### src/rtl/wrw_pkg.sv
`timescale 1ns / 1ps
// ----------------------------------------------------------------------------
// wrw_pkg
// Shared types and constants for the wedge recovery watchdog.
// ----------------------------------------------------------------------------
package wrw_pkg;

  localparam int CFG_ADDR_W = 5;
  localparam int CFG_DATA_W = 32;

  localparam logic [7:0]  RUN_MAX          = 8'hFF;
  localparam logic [7:0]  WEDGE_FLAG_MASK  = 8'h80;

  localparam logic        ENABLED_RST      = 1'b1;
  localparam logic [7:0]  WEDGE_RUN_RST    = 8'd2;
  localparam logic [31:0] MIN_UPTIME_RST   = 32'd30000;
  localparam logic [31:0] COOLDOWN_RST     = 32'd60000;
  localparam logic [7:0]  MAX_ATTEMPTS_RST = 8'd3;
  localparam logic [7:0]  REARM_RUN_RST    = 8'd20;

  typedef enum logic [1:0] {
    KIND_OTHER  = 2'd0,
    KIND_STREAM = 2'd1,
    KIND_WEDGE  = 2'd2,
    KIND_RSVD   = 2'd3
  } line_kind_t;

  typedef enum logic [2:0] {
    REG_ENABLED      = 3'd0,
    REG_WEDGE_RUN    = 3'd1,
    REG_MIN_UPTIME   = 3'd2,
    REG_COOLDOWN     = 3'd3,
    REG_MAX_ATTEMPTS = 3'd4,
    REG_REARM_RUN    = 3'd5
  } reg_idx_t;

  typedef struct packed {
    logic [1:0]  line_kind;
    logic        field_valid;
    logic [7:0]  field_value;
    logic [31:0] now_ms;
  } in_item_t;

  typedef struct packed {
    logic        replug_fire;
    logic        budget_rearmed;
    logic        exhausted_notice;
    logic [7:0]  attempts_used;
  } out_item_t;

  typedef struct packed {
    logic        enabled;
    logic [7:0]  wedge_run_needed;
    logic [31:0] min_uptime_ms;
    logic [31:0] cooldown_ms;
    logic [7:0]  max_attempts;
    logic [7:0]  rearm_run_needed;
  } cfg_t;

endpackage

### src/rtl/wedge_recovery_watchdog.sv
`timescale 1ns / 1ps
// ----------------------------------------------------------------------------
// wedge_recovery_watchdog
// Decides when a wedged link gets a virtual replug from decoded status
// reports.
//
// Input channel (in_valid/in_ready/in_data) carries one decoded report per
// transaction: line kind, field valid flag, field byte and uptime in ms.
// Output channel (out_valid/out_ready/out_data) returns exactly one result
// per report: replug fire, budget rearmed, exhausted notice, attempts used.
// Configuration registers sit on the cfg_ APB-style port at byte address
// 4*index; the user must write them only while no report is in flight.
// An accepted report is held in the input register; its result moves to the
// result register once that is free. Throughput: one report per cycle while
// the receiver does not stall; the state update is a single pass of counter
// and compare logic between the input and result registers. Reset clears
// the run counters, budget and fire stamp and loads the register defaults.
// When the receiver stalls, the result register holds and one more report
// waits in the input register before in_ready drops.
// ----------------------------------------------------------------------------
module wedge_recovery_watchdog (
  input  logic                           clk,
  input  logic                           rst_n,
  input  logic                           in_valid,
  output logic                           in_ready,
  input  wrw_pkg::in_item_t              in_data,
  output logic                           out_valid,
  input  logic                           out_ready,
  output wrw_pkg::out_item_t             out_data,
  input  logic                           cfg_psel,
  input  logic                           cfg_penable,
  input  logic                           cfg_pwrite,
  input  logic [wrw_pkg::CFG_ADDR_W-1:0] cfg_paddr,
  input  logic [wrw_pkg::CFG_DATA_W-1:0] cfg_pwdata,
  output logic [wrw_pkg::CFG_DATA_W-1:0] cfg_prdata,
  output logic                           cfg_pready
);
  import wrw_pkg::*;

  cfg_t      cfg;
  in_item_t  s1_item_r;
  logic      s1_valid_r;
  out_item_t out_item_r;
  logic      out_valid_r;
  out_item_t result;
  logic      out_free;
  logic      step;

  assign out_free  = !out_valid_r || out_ready;
  assign step      = s1_valid_r && out_free;
  assign in_ready  = !s1_valid_r || out_free;
  assign out_valid = out_valid_r;
  assign out_data  = out_item_r;

  wrw_regs u_regs (
    .clk     (clk),
    .rst_n   (rst_n),
    .psel    (cfg_psel),
    .penable (cfg_penable),
    .pwrite  (cfg_pwrite),
    .paddr   (cfg_paddr),
    .pwdata  (cfg_pwdata),
    .prdata  (cfg_prdata),
    .pready  (cfg_pready),
    .cfg     (cfg)
  );

  wrw_core u_core (
    .clk    (clk),
    .rst_n  (rst_n),
    .step   (step),
    .item   (s1_item_r),
    .cfg    (cfg),
    .result (result)
  );

  always_ff @(posedge clk) begin
    if (!rst_n) begin
      s1_valid_r <= 1'b0;
    end else if (in_ready) begin
      s1_valid_r <= in_valid;
    end
  end

  always_ff @(posedge clk) begin
    if (in_valid && in_ready) begin
      s1_item_r <= in_data;
    end
  end

  always_ff @(posedge clk) begin
    if (!rst_n) begin
      out_valid_r <= 1'b0;
    end else if (out_free) begin
      out_valid_r <= s1_valid_r;
    end
  end

  always_ff @(posedge clk) begin
    if (step) begin
      out_item_r <= result;
    end
  end

  a_step_gives_result : assert property (@(posedge clk) disable iff (!rst_n)
    step |=> out_valid_r)
    else $error("accepted report produced no result");

  a_fire_not_rearm : assert property (@(posedge clk) disable iff (!rst_n)
    out_valid_r |-> !(out_item_r.replug_fire && out_item_r.budget_rearmed))
    else $error("fire and rearm in one result");

  a_fire_counts : assert property (@(posedge clk) disable iff (!rst_n)
    (out_valid_r && out_item_r.replug_fire) |-> (out_item_r.attempts_used != 8'd0))
    else $error("fire without a counted attempt");

  a_rearm_clears : assert property (@(posedge clk) disable iff (!rst_n)
    (out_valid_r && out_item_r.budget_rearmed) |-> (out_item_r.attempts_used == 8'd0))
    else $error("rearm left attempts nonzero");

endmodule

### src/rtl/wrw_regs.sv
`timescale 1ns / 1ps
// ----------------------------------------------------------------------------
// wrw_regs
// Configuration register file behind a simple APB-style port.
// ----------------------------------------------------------------------------
module wrw_regs (
  input  logic                           clk,
  input  logic                           rst_n,
  input  logic                           psel,
  input  logic                           penable,
  input  logic                           pwrite,
  input  logic [wrw_pkg::CFG_ADDR_W-1:0] paddr,
  input  logic [wrw_pkg::CFG_DATA_W-1:0] pwdata,
  output logic [wrw_pkg::CFG_DATA_W-1:0] prdata,
  output logic                           pready,
  output wrw_pkg::cfg_t                  cfg
);
  import wrw_pkg::*;

  cfg_t     cfg_r;
  cfg_t     cfg_nxt;
  logic     wr_en;
  reg_idx_t idx;

  assign pready = 1'b1;
  assign wr_en  = psel && penable && pwrite && pready;
  assign idx    = reg_idx_t'(paddr[CFG_ADDR_W-1:2]);
  assign cfg    = cfg_r;

  always_comb begin
    cfg_nxt = cfg_r;
    if (wr_en) begin
      unique case (idx)
        REG_ENABLED:      cfg_nxt.enabled          = pwdata[0];
        REG_WEDGE_RUN:    cfg_nxt.wedge_run_needed = pwdata[7:0];
        REG_MIN_UPTIME:   cfg_nxt.min_uptime_ms    = pwdata[31:0];
        REG_COOLDOWN:     cfg_nxt.cooldown_ms      = pwdata[31:0];
        REG_MAX_ATTEMPTS: cfg_nxt.max_attempts     = pwdata[7:0];
        REG_REARM_RUN:    cfg_nxt.rearm_run_needed = pwdata[7:0];
        default:          cfg_nxt = cfg_r;
      endcase
    end
  end

  always_comb begin
    unique case (idx)
      REG_ENABLED:      prdata = {31'd0, cfg_r.enabled};
      REG_WEDGE_RUN:    prdata = {24'd0, cfg_r.wedge_run_needed};
      REG_MIN_UPTIME:   prdata = cfg_r.min_uptime_ms;
      REG_COOLDOWN:     prdata = cfg_r.cooldown_ms;
      REG_MAX_ATTEMPTS: prdata = {24'd0, cfg_r.max_attempts};
      REG_REARM_RUN:    prdata = {24'd0, cfg_r.rearm_run_needed};
      default:          prdata = '0;
    endcase
  end

  always_ff @(posedge clk) begin
    if (!rst_n) begin
      cfg_r.enabled          <= ENABLED_RST;
      cfg_r.wedge_run_needed <= WEDGE_RUN_RST;
      cfg_r.min_uptime_ms    <= MIN_UPTIME_RST;
      cfg_r.cooldown_ms      <= COOLDOWN_RST;
      cfg_r.max_attempts     <= MAX_ATTEMPTS_RST;
      cfg_r.rearm_run_needed <= REARM_RUN_RST;
    end else begin
      cfg_r <= cfg_nxt;
    end
  end

endmodule

### src/rtl/wrw_core.sv
`timescale 1ns / 1ps
// ----------------------------------------------------------------------------
// wrw_core
// Run counters, attempt budget and replug decision, one report per cycle of step.
// ----------------------------------------------------------------------------
module wrw_core (
  input  logic               clk,
  input  logic               rst_n,
  input  logic               step,
  input  wrw_pkg::in_item_t  item,
  input  wrw_pkg::cfg_t      cfg,
  output wrw_pkg::out_item_t result
);
  import wrw_pkg::*;

  logic [7:0]  attempts_r, attempts_nxt;
  logic [7:0]  wedge_run_r, wedge_run_nxt;
  logic [7:0]  stream_run_r, stream_run_nxt;
  logic [31:0] last_fire_r, last_fire_nxt;
  logic        exh_flag_r, exh_flag_nxt;

  logic [7:0]  stream_inc;
  logic [7:0]  wedge_inc;
  logic [31:0] elapsed;
  logic        is_stream;
  logic        is_wedge;
  logic        cooling;
  logic        gate;
  logic        fire;
  logic        rearm;
  logic        notice;

  assign is_stream  = item.field_valid && (line_kind_t'(item.line_kind) == KIND_STREAM);
  assign is_wedge   = item.field_valid && (line_kind_t'(item.line_kind) == KIND_WEDGE);
  assign stream_inc = (stream_run_r != RUN_MAX) ? stream_run_r + 8'd1 : stream_run_r;
  assign wedge_inc  = (wedge_run_r != RUN_MAX) ? wedge_run_r + 8'd1 : wedge_run_r;
  assign elapsed    = item.now_ms - last_fire_r;
  assign cooling    = (last_fire_r != '0) && (elapsed < cfg.cooldown_ms);

  // wedge path gating ahead of the budget check
  assign gate = cfg.enabled && (wedge_inc >= cfg.wedge_run_needed) &&
                (item.now_ms >= cfg.min_uptime_ms) && !cooling;

  always_comb begin
    attempts_nxt   = attempts_r;
    wedge_run_nxt  = wedge_run_r;
    stream_run_nxt = stream_run_r;
    last_fire_nxt  = last_fire_r;
    exh_flag_nxt   = exh_flag_r;
    fire           = 1'b0;
    rearm          = 1'b0;
    notice         = 1'b0;
    priority if (is_stream) begin
      if (item.field_value != 8'd0) begin
        stream_run_nxt = stream_inc;
        if ((stream_inc >= cfg.rearm_run_needed) && (attempts_r != 8'd0)) begin
          attempts_nxt = 8'd0;
          exh_flag_nxt = 1'b0;
          rearm        = 1'b1;
        end
      end else begin
        stream_run_nxt = 8'd0;
      end
    end else if (is_wedge) begin
      if ((item.field_value & WEDGE_FLAG_MASK) == 8'd0) begin
        wedge_run_nxt = 8'd0;
      end else begin
        wedge_run_nxt = wedge_inc;
        if (gate) begin
          if (attempts_r >= cfg.max_attempts) begin
            if (!exh_flag_r) begin
              exh_flag_nxt = 1'b1;
              notice       = 1'b1;
            end
          end else begin
            wedge_run_nxt = 8'd0;
            attempts_nxt  = attempts_r + 8'd1;
            last_fire_nxt = item.now_ms;
            fire          = 1'b1;
          end
        end
      end
    end else begin
      attempts_nxt = attempts_r;
    end
  end

  assign result.replug_fire      = fire;
  assign result.budget_rearmed   = rearm;
  assign result.exhausted_notice = notice;
  assign result.attempts_used    = attempts_nxt;

  always_ff @(posedge clk) begin
    if (!rst_n) begin
      attempts_r   <= '0;
      wedge_run_r  <= '0;
      stream_run_r <= '0;
      last_fire_r  <= '0;
      exh_flag_r   <= 1'b0;
    end else if (step) begin
      attempts_r   <= attempts_nxt;
      wedge_run_r  <= wedge_run_nxt;
      stream_run_r <= stream_run_nxt;
      last_fire_r  <= last_fire_nxt;
      exh_flag_r   <= exh_flag_nxt;
    end
  end

endmodule
### config.mk
export PLATFORM = sky130hd
export DESIGN_NAME = wedge_recovery_watchdog
export DESIGN_NICKNAME = d
export VERILOG_FILES = /design/src/rtl/wrw_pkg.sv /design/src/rtl/wedge_recovery_watchdog.sv /design/src/rtl/wrw_regs.sv /design/src/rtl/wrw_core.sv
export SDC_FILE = /design/constraint.sdc
export NUM_CORES = 1
export LEC_CHECK = 0
export BUFFER_PORTS_ARGS = -buffer_cell sky130_fd_sc_hd__buf_2
export CORE_MARGIN = 2
export CORE_UTILIZATION = 45
export DETAILED_ROUTE_END_ITERATION = 8
export GPL_ROUTABILITY_DRIVEN = 1
export SYNTH_ARGS = -nofsm -noshare
export SYNTH_HDL_FRONTEND = slang
export SYNTH_SLANG_ARGS = --single-unit
### constraint.sdc
create_clock -name clk -period 15.2 [get_ports clk]
set_clock_uncertainty 0.05 [all_clocks]
set_input_delay 2.28 -clock clk [delete_from_list [all_inputs] [get_ports clk]]
set_output_delay 2.28 -clock clk [all_outputs]
set_load 0.01 [all_outputs]
* Word level (Yosys, flattened, before mapping)
Cells that the tools add are included.
Word-level totals: bits in registers 202, bits in latches 0, RAM bits 0, memory bits (read-only) 0, input bits 87, output and inout port bits 46, logic and storage cells 108, memories 0
Cells by class: add/subtract/negate cells 4, $mul 0, divide/modulo/power cells 0, $lt $le $gt $ge 5, equality and inequality tests 12, shifts and indexed selects 0, mux-type cells 24, bitwise operators 5, reductions and logical operators 37
Operators with widths (count):
- case mux 32 bit (6 select lines) | 1
- 2-to-1 mux 8 bit | 13
- greater-or-equal comparator 32 bit | 1
- less-than comparator 32 bit | 1
- nonzero test 32 bit | 1
- subtractor 32 bit | 1
- adder 8 x 1 -> 8 bit (second input constant) | 3
- greater-or-equal comparator 8 bit | 3
- != test 8 bit (second input constant) | 2
- AND reduction 2 bit | 8
- nonzero test 8 bit | 2
- logical AND 1 bit | 11
- 2-to-1 mux 1 bit | 10
- zero test 8 bit | 1
- AND reduction 7 bit | 1
- equality test 3 x 2 -> 1 bit (second input constant) | 2
- equality test 3 bit (second input constant) | 2
- AND reduction 6 bit | 1
- nonzero test 2 bit | 3
- inverter 1 bit | 5
- OR reduction 5 bit | 1
- != test 2 bit (second input constant) | 2
- OR reduction 4 bit | 1
- equality test 3 x 1 -> 1 bit (second input constant) | 1
- other kinds (7) | 10

* Depth between registers and ports, before layout
depth after elaboration 10, depth in mapped cells 24, depth with buffers taken out 23

* Cells and area by module
Synthesis repeated with hierarchy kept, for this count alone.
Unflattened totals: cells, all modules 1354, area total of the unflattened synthesis 12574.6 µm²
By module, submodules not included:
- wrw_core | times used 1, cells each 859, area each 6761.5 µm², seq. area each 1141.1 µm²
- wrw_regs | times used 1, cells each 432, area each 4087.7 µm², seq. area each 1781.7 µm²
- wedge_recovery_watchdog | times used 1, cells each 63, area each 1725.4 µm², seq. area each 1661.6 µm²

* Worst setup path after synthesis
No wires, ideal clock.
path type input port to output port, from input port cfg_paddr[4] in the netlist's numbering, to output port cfg_prdata[0] in the netlist's numbering, data arrival time 3271 ps, required time 12870 ps, slack 9599 ps, cell stages on the path 5, path buffers 1, cell sequence buf_1 > mux2i_1 > nor2_1 > a211oi_1 > a21oi_1
Between the ends: longest elaborated chain between the ends 2, elaborated cells between the ends (all ways) 7, classes of those cells 5 x eq/ne; 1 x mux; 1 x reduce/logical
RTL lines:
- start, declared | line wedge_recovery_watchdog.sv:33 | input logic [wrw_pkg::CFG_ADDR_W-1:0] cfg_paddr,
- equality test 3 bit (tied with other cells) | line wrw_regs.sv:46 | unique case (idx)
- case mux 32 bit (6 select lines) (*) | line wrw_regs.sv:46
- end, declared | line wedge_recovery_watchdog.sv:35 | output logic [wrw_pkg::CFG_DATA_W-1:0] cfg_prdata,
Mark *: on every way between the ends. The rest lies on a longest branch, timed or not.

* Worst setup path after layout
from register s1_item_r[0] in the netlist's numbering, to register u_core.last_fire_r[10]
Between the ends: longest elaborated chain between the ends 6, elaborated cells between the ends (all ways) 8, classes of those cells 1 x add/sub; 2 x order compare; 5 x reduce/logical
RTL lines:
- start, declared | line wedge_recovery_watchdog.sv:41 | in_item_t s1_item_r;
- start signal, assigned | line wedge_recovery_watchdog.sv:87 | s1_item_r <= in_data;
- subtractor 32 bit | line wrw_core.sv:37 | assign elapsed = item.now_ms - last_fire_r;
- less-than comparator 32 bit | line wrw_core.sv:38 | assign cooling = (last_fire_r != '0) && (elapsed < cfg.cooldown_ms);
- logical AND 1 bit | line wrw_core.sv:38
- zero test 1 bit | line wrw_core.sv:42 | (item.now_ms >= cfg.min_uptime_ms) && !cooling;
- logical AND 1 bit (*) | line wrw_core.sv:42
- AND reduction 6 bit (no line) (*)
- end signal, assigned | line wrw_core.sv:104 | last_fire_r <= last_fire_nxt;
- end, declared | line wrw_core.sv:19 | logic [31:0] last_fire_r, last_fire_nxt;
Marks and branches as above. A chain may end at the register's enable or synchronous reset.

==> flow_summary.json <==
{
  "core-area_um2": 26100,
  "stdcell_area_um2": 13600,
  "pwr-share-seq": 0.456,
  "root_buffer": "clkbuf_16",
  "cts_resized": 0,
  "netlist_area_um2": 11900,
  "dp_hpwl_mm": 22.0,
  "crit_chain": "inv_1 -> ha_1 -> inv_1 -> fa_1 -> a211oi_1 -> o21ai_0 -> o2111ai_1 -> a21o_1 -> o21bai_1 -> a21oi_1 -> o211ai_1 -> o21ai_0 -> xnor2_1 -> ha_1 -> and4_2 -> nand4_1 -> a2111oi_2 -> o2111ai_2 -> a2111oi_4 -> nand2_2 -> mux2i_1 -> nor2_1",
  "clk_pin_slew_ps": 60,
  "cts_sinks": 202,
  "drt-initial-drc-count": 607,
  "p_per_area_nw_per_um2": 92.4,
  "antenna_found_initial": 0,
  "fmax_mhz": 156,
  "place_area_um2": 12800,
  "finalSetupViolCount": 0,
  "cts_tree": "built",
  "grt_pass1_vias": 9304,
  "synth_edf_count": 54,
  "slowest_delay_ps": 720,
  "grt_max_degree": 73,
  "clk_latency_ps": 530,
  "slew_viol_final": 0,
  "wl_per_cell_um": 16.8,
  "timing.rr.start": "s1_item_r[0]",
  "slew-limit-headroom": 0.260,
  "fillers": 2472,
  "cts_htree_levels": 1,
  "drive_gt1_frac": 0.136,
  "slowest_stage": "nand2_2",
  "globalplace.congestion": 0.873,
  "ctsHoldBuffers": 0,
  "vias_per_cell": 5.38,
  "num_rows": 59,
  "routed_wl_mm": 30.6,
  "synth_top_flop_cell": "dfxtp_1",
  "final_common_cell": "nand2_1",
  "layout_min_cycle_time_ps": 6400,
  "startpoint": "s1_item_r[0]",
  "cp.required_ps": 15520,
  "hold_violations": 0,
  "hp-class": "register to register",
  "power_frac_comb": 0.105,
  "swShare": 0.254,
  "endpoint_kind": "register",
  "internal_power_uw": 936,
  "start_util": 0.458,
  "yosysSeqAreaShare": 0.384,
  "seqCellArea_um2": 4580,
  "multi_input_area_um2": 6640,
  "layout_common_cells": "165 x nand2_1, 148 x dfxtp_1, 133 x nor2_1",
  "drc": 0,
  "ys_warn_count": 0,
  "hold_start": "u_regs.cfg[71]",
  "numCtsBuffers": 24,
  "critical_path_class": "register to register",
  "dieHeight_um": 167,
  "antennaDiodeCount": 0,
  "arrival_ps": 6720,
  "clk_path_buf_depth": 3,
  "worst_slew_pin_slew_ps": 1110,
  "die_w_um": 167,
  "overflow": 0,
  "synthesis.nets": 1567,
  "die-area_um2": 27800,
  "switching_power_uw": 318,
  "clkPwrFrac": 0.439,
  "syn_inst": 1357,
  "io-pin-count": 133,
  "syn_to_final_growth_pct": 13.7,
  "post-cts-setup-buffer-count": 0,
  "critPathMaxFanout": 33,
  "synth_area_per_cell_um2": 8.79,
  "ir_drop_uv": 67.9,
  "status": "finished clean",
  "synth_async_sr_flop_share": 0,
  "post_synth_num_cell_types": 72,
  "cap_violations": 0,
  "period_share": 0.421,
  "dr_total_vias": 9778,
  "final_nets": 1675,
  "grt_pass1_wl_mm": 49.3,
  "rsz0062_at_grt": "no",
  "ys_ff_latch": 202,
  "setup_tns_ps": 0,
  "p_leak_uw": 0.00573,
  "firstDrtPassIters": 5,
  "postRouteAntennaNets": 0,
  "total_power_uw": 1250,
  "grt.total_usage": 0.216,
  "startpoint_type": "register",
  "numPortBuffers": 129
}
cell usage after synthesis (2+ instances only):
cell       count  area [um2]
a21o_1        29         218
or3_1          3        18.8
nor2_1       135         507
clkbuf_1      43         161
or2_2          5        31.3
and2_1         3        18.8
buf_1          6        22.5
and3_1         5        31.3
and2b_2        2        17.5
mux2_2         4        45.0
nor2b_1       12        75.1
mux2i_1       88         881
nand2b_1      12        75.1
ha_1         122        1530
edfxtp_1      54        1620
o211a_1        3        30.0
xor2_1        12         105
nor4_1         8        50.1
nand3_1       26         130
o2111ai_1      2        17.5
nor3_1        12        60.1
o21bai_1       3        22.5
o31ai_1        4        30.0
a41oi_1        4        35.0
o21a_1        13        97.6
a221oi_1      10        87.6
o21ai_0       28         140
a21oi_1      119         596
o221ai_1       2        17.5
a211oi_1      11        82.6
buf_6          3        33.8
or4_1          3        22.5
inv_1        129         484
and4_2         2        20.0
a31oi_1        7        43.8
nand3b_1       2        15.0
nand4_1       21         131
a22oi_1        7        52.6
a2111o_1       2        22.5
o211ai_1      29         218
dfxtp_1      148        2960
nand2_1      165         619
xnor2_1       23         201
a22o_1         7        61.3
a221o_1        2        20.0
area by class of cell:
| cell class | instances | share of cell area |
|---|---|---|
| flip-flops and latches | 202 | 0.338 |
| clock inverters | 11 | 0.00655 |
| multi-input cells | 972 | 0.489 |
| clock buffers | 33 | 0.0482 |
| inverters | 130 | 0.0361 |
| repair buffers | 135 | 0.0509 |
| well taps | 335 | 0.0309 |
through the flow:
stage	hold slack, ps	setup slack [ps]	std cells	utilization
final	421	8800	1818	0.520
after global routing	439	8340	1818	0.520
after CTS	421	8770	1818	0.520
after detailed placement	412	8890	1774	0.492
after global placement	409	8890	1774	0.492
after floorplan	399	9600	1357	-
registers in the layout, indices dropped and copies added, names as in the netlist:
register             count
out_data                11
out_valid                1
s1_item_r               43
s1_valid_r               1
u_core.attempts_r        8
u_core.exh_flag_r        1
u_core.last_fire_r      32
u_core.stream_run_r      8
u_core.wedge_run_r       8
u_regs.cfg              89
power groups by stage:
stage                     Clock [uW]  Sequential, uW  Combinational, uW
after floorplan                    0             581               88.8
after global placement             0             583                130
after detailed placement           0             583                131
after CTS                        564             572                132
after global routing             580             573                148
final                            551             572                131
critical path: cells and delay by family, from the launching register on:
kind	cells	cell delay, ps
buffers and inverters	2	140
adder cells (fa/ha/maj)	3	870
multiplexers	1	400
AO/OA/AOI/OAI	11	3000
AND/OR/NAND/NOR	4	1260
XOR/XNOR	1	100
flip-flops	1	390
cell families (layout without fill, tap and decap cells):
logic type,after synthesis,after routing,synth area share
other,1,1,0.000314
AND/OR/NAND/NOR,425,425,0.159
AO/OA/AOI/OAI,296,296,0.164
adder cells (fa/ha/maj),123,123,0.130
multiplexers,92,92,0.0776
XOR/XNOR,35,35,0.0257
buffers and inverters,183,309,0.0598
flip-flops,202,202,0.384
final timing paths:
check,slack [ps],depth (start not counted),end
setup / recovery,8800,22,u_core.last_fire_r[10]
hold / removal,420,2,u_regs.cfg[71]
setup reg to reg,8800,22,u_core.last_fire_r[10]
hold reg to reg,420,2,u_regs.cfg[71]
per-layer routing:
layer | global-route usage | vias to the layer above | part of all wire
li1 | - | 4984 | -
met1 | 0.304 | 4559 | 0.48
met2 | 0.357 | 201 | 0.46
met3 | 0.0280 | 34 | 0.047
met4 | 0.0442 | 0 | 0.016
met5 | 0 | - | 0
Power figures use the tool's default switching activity.
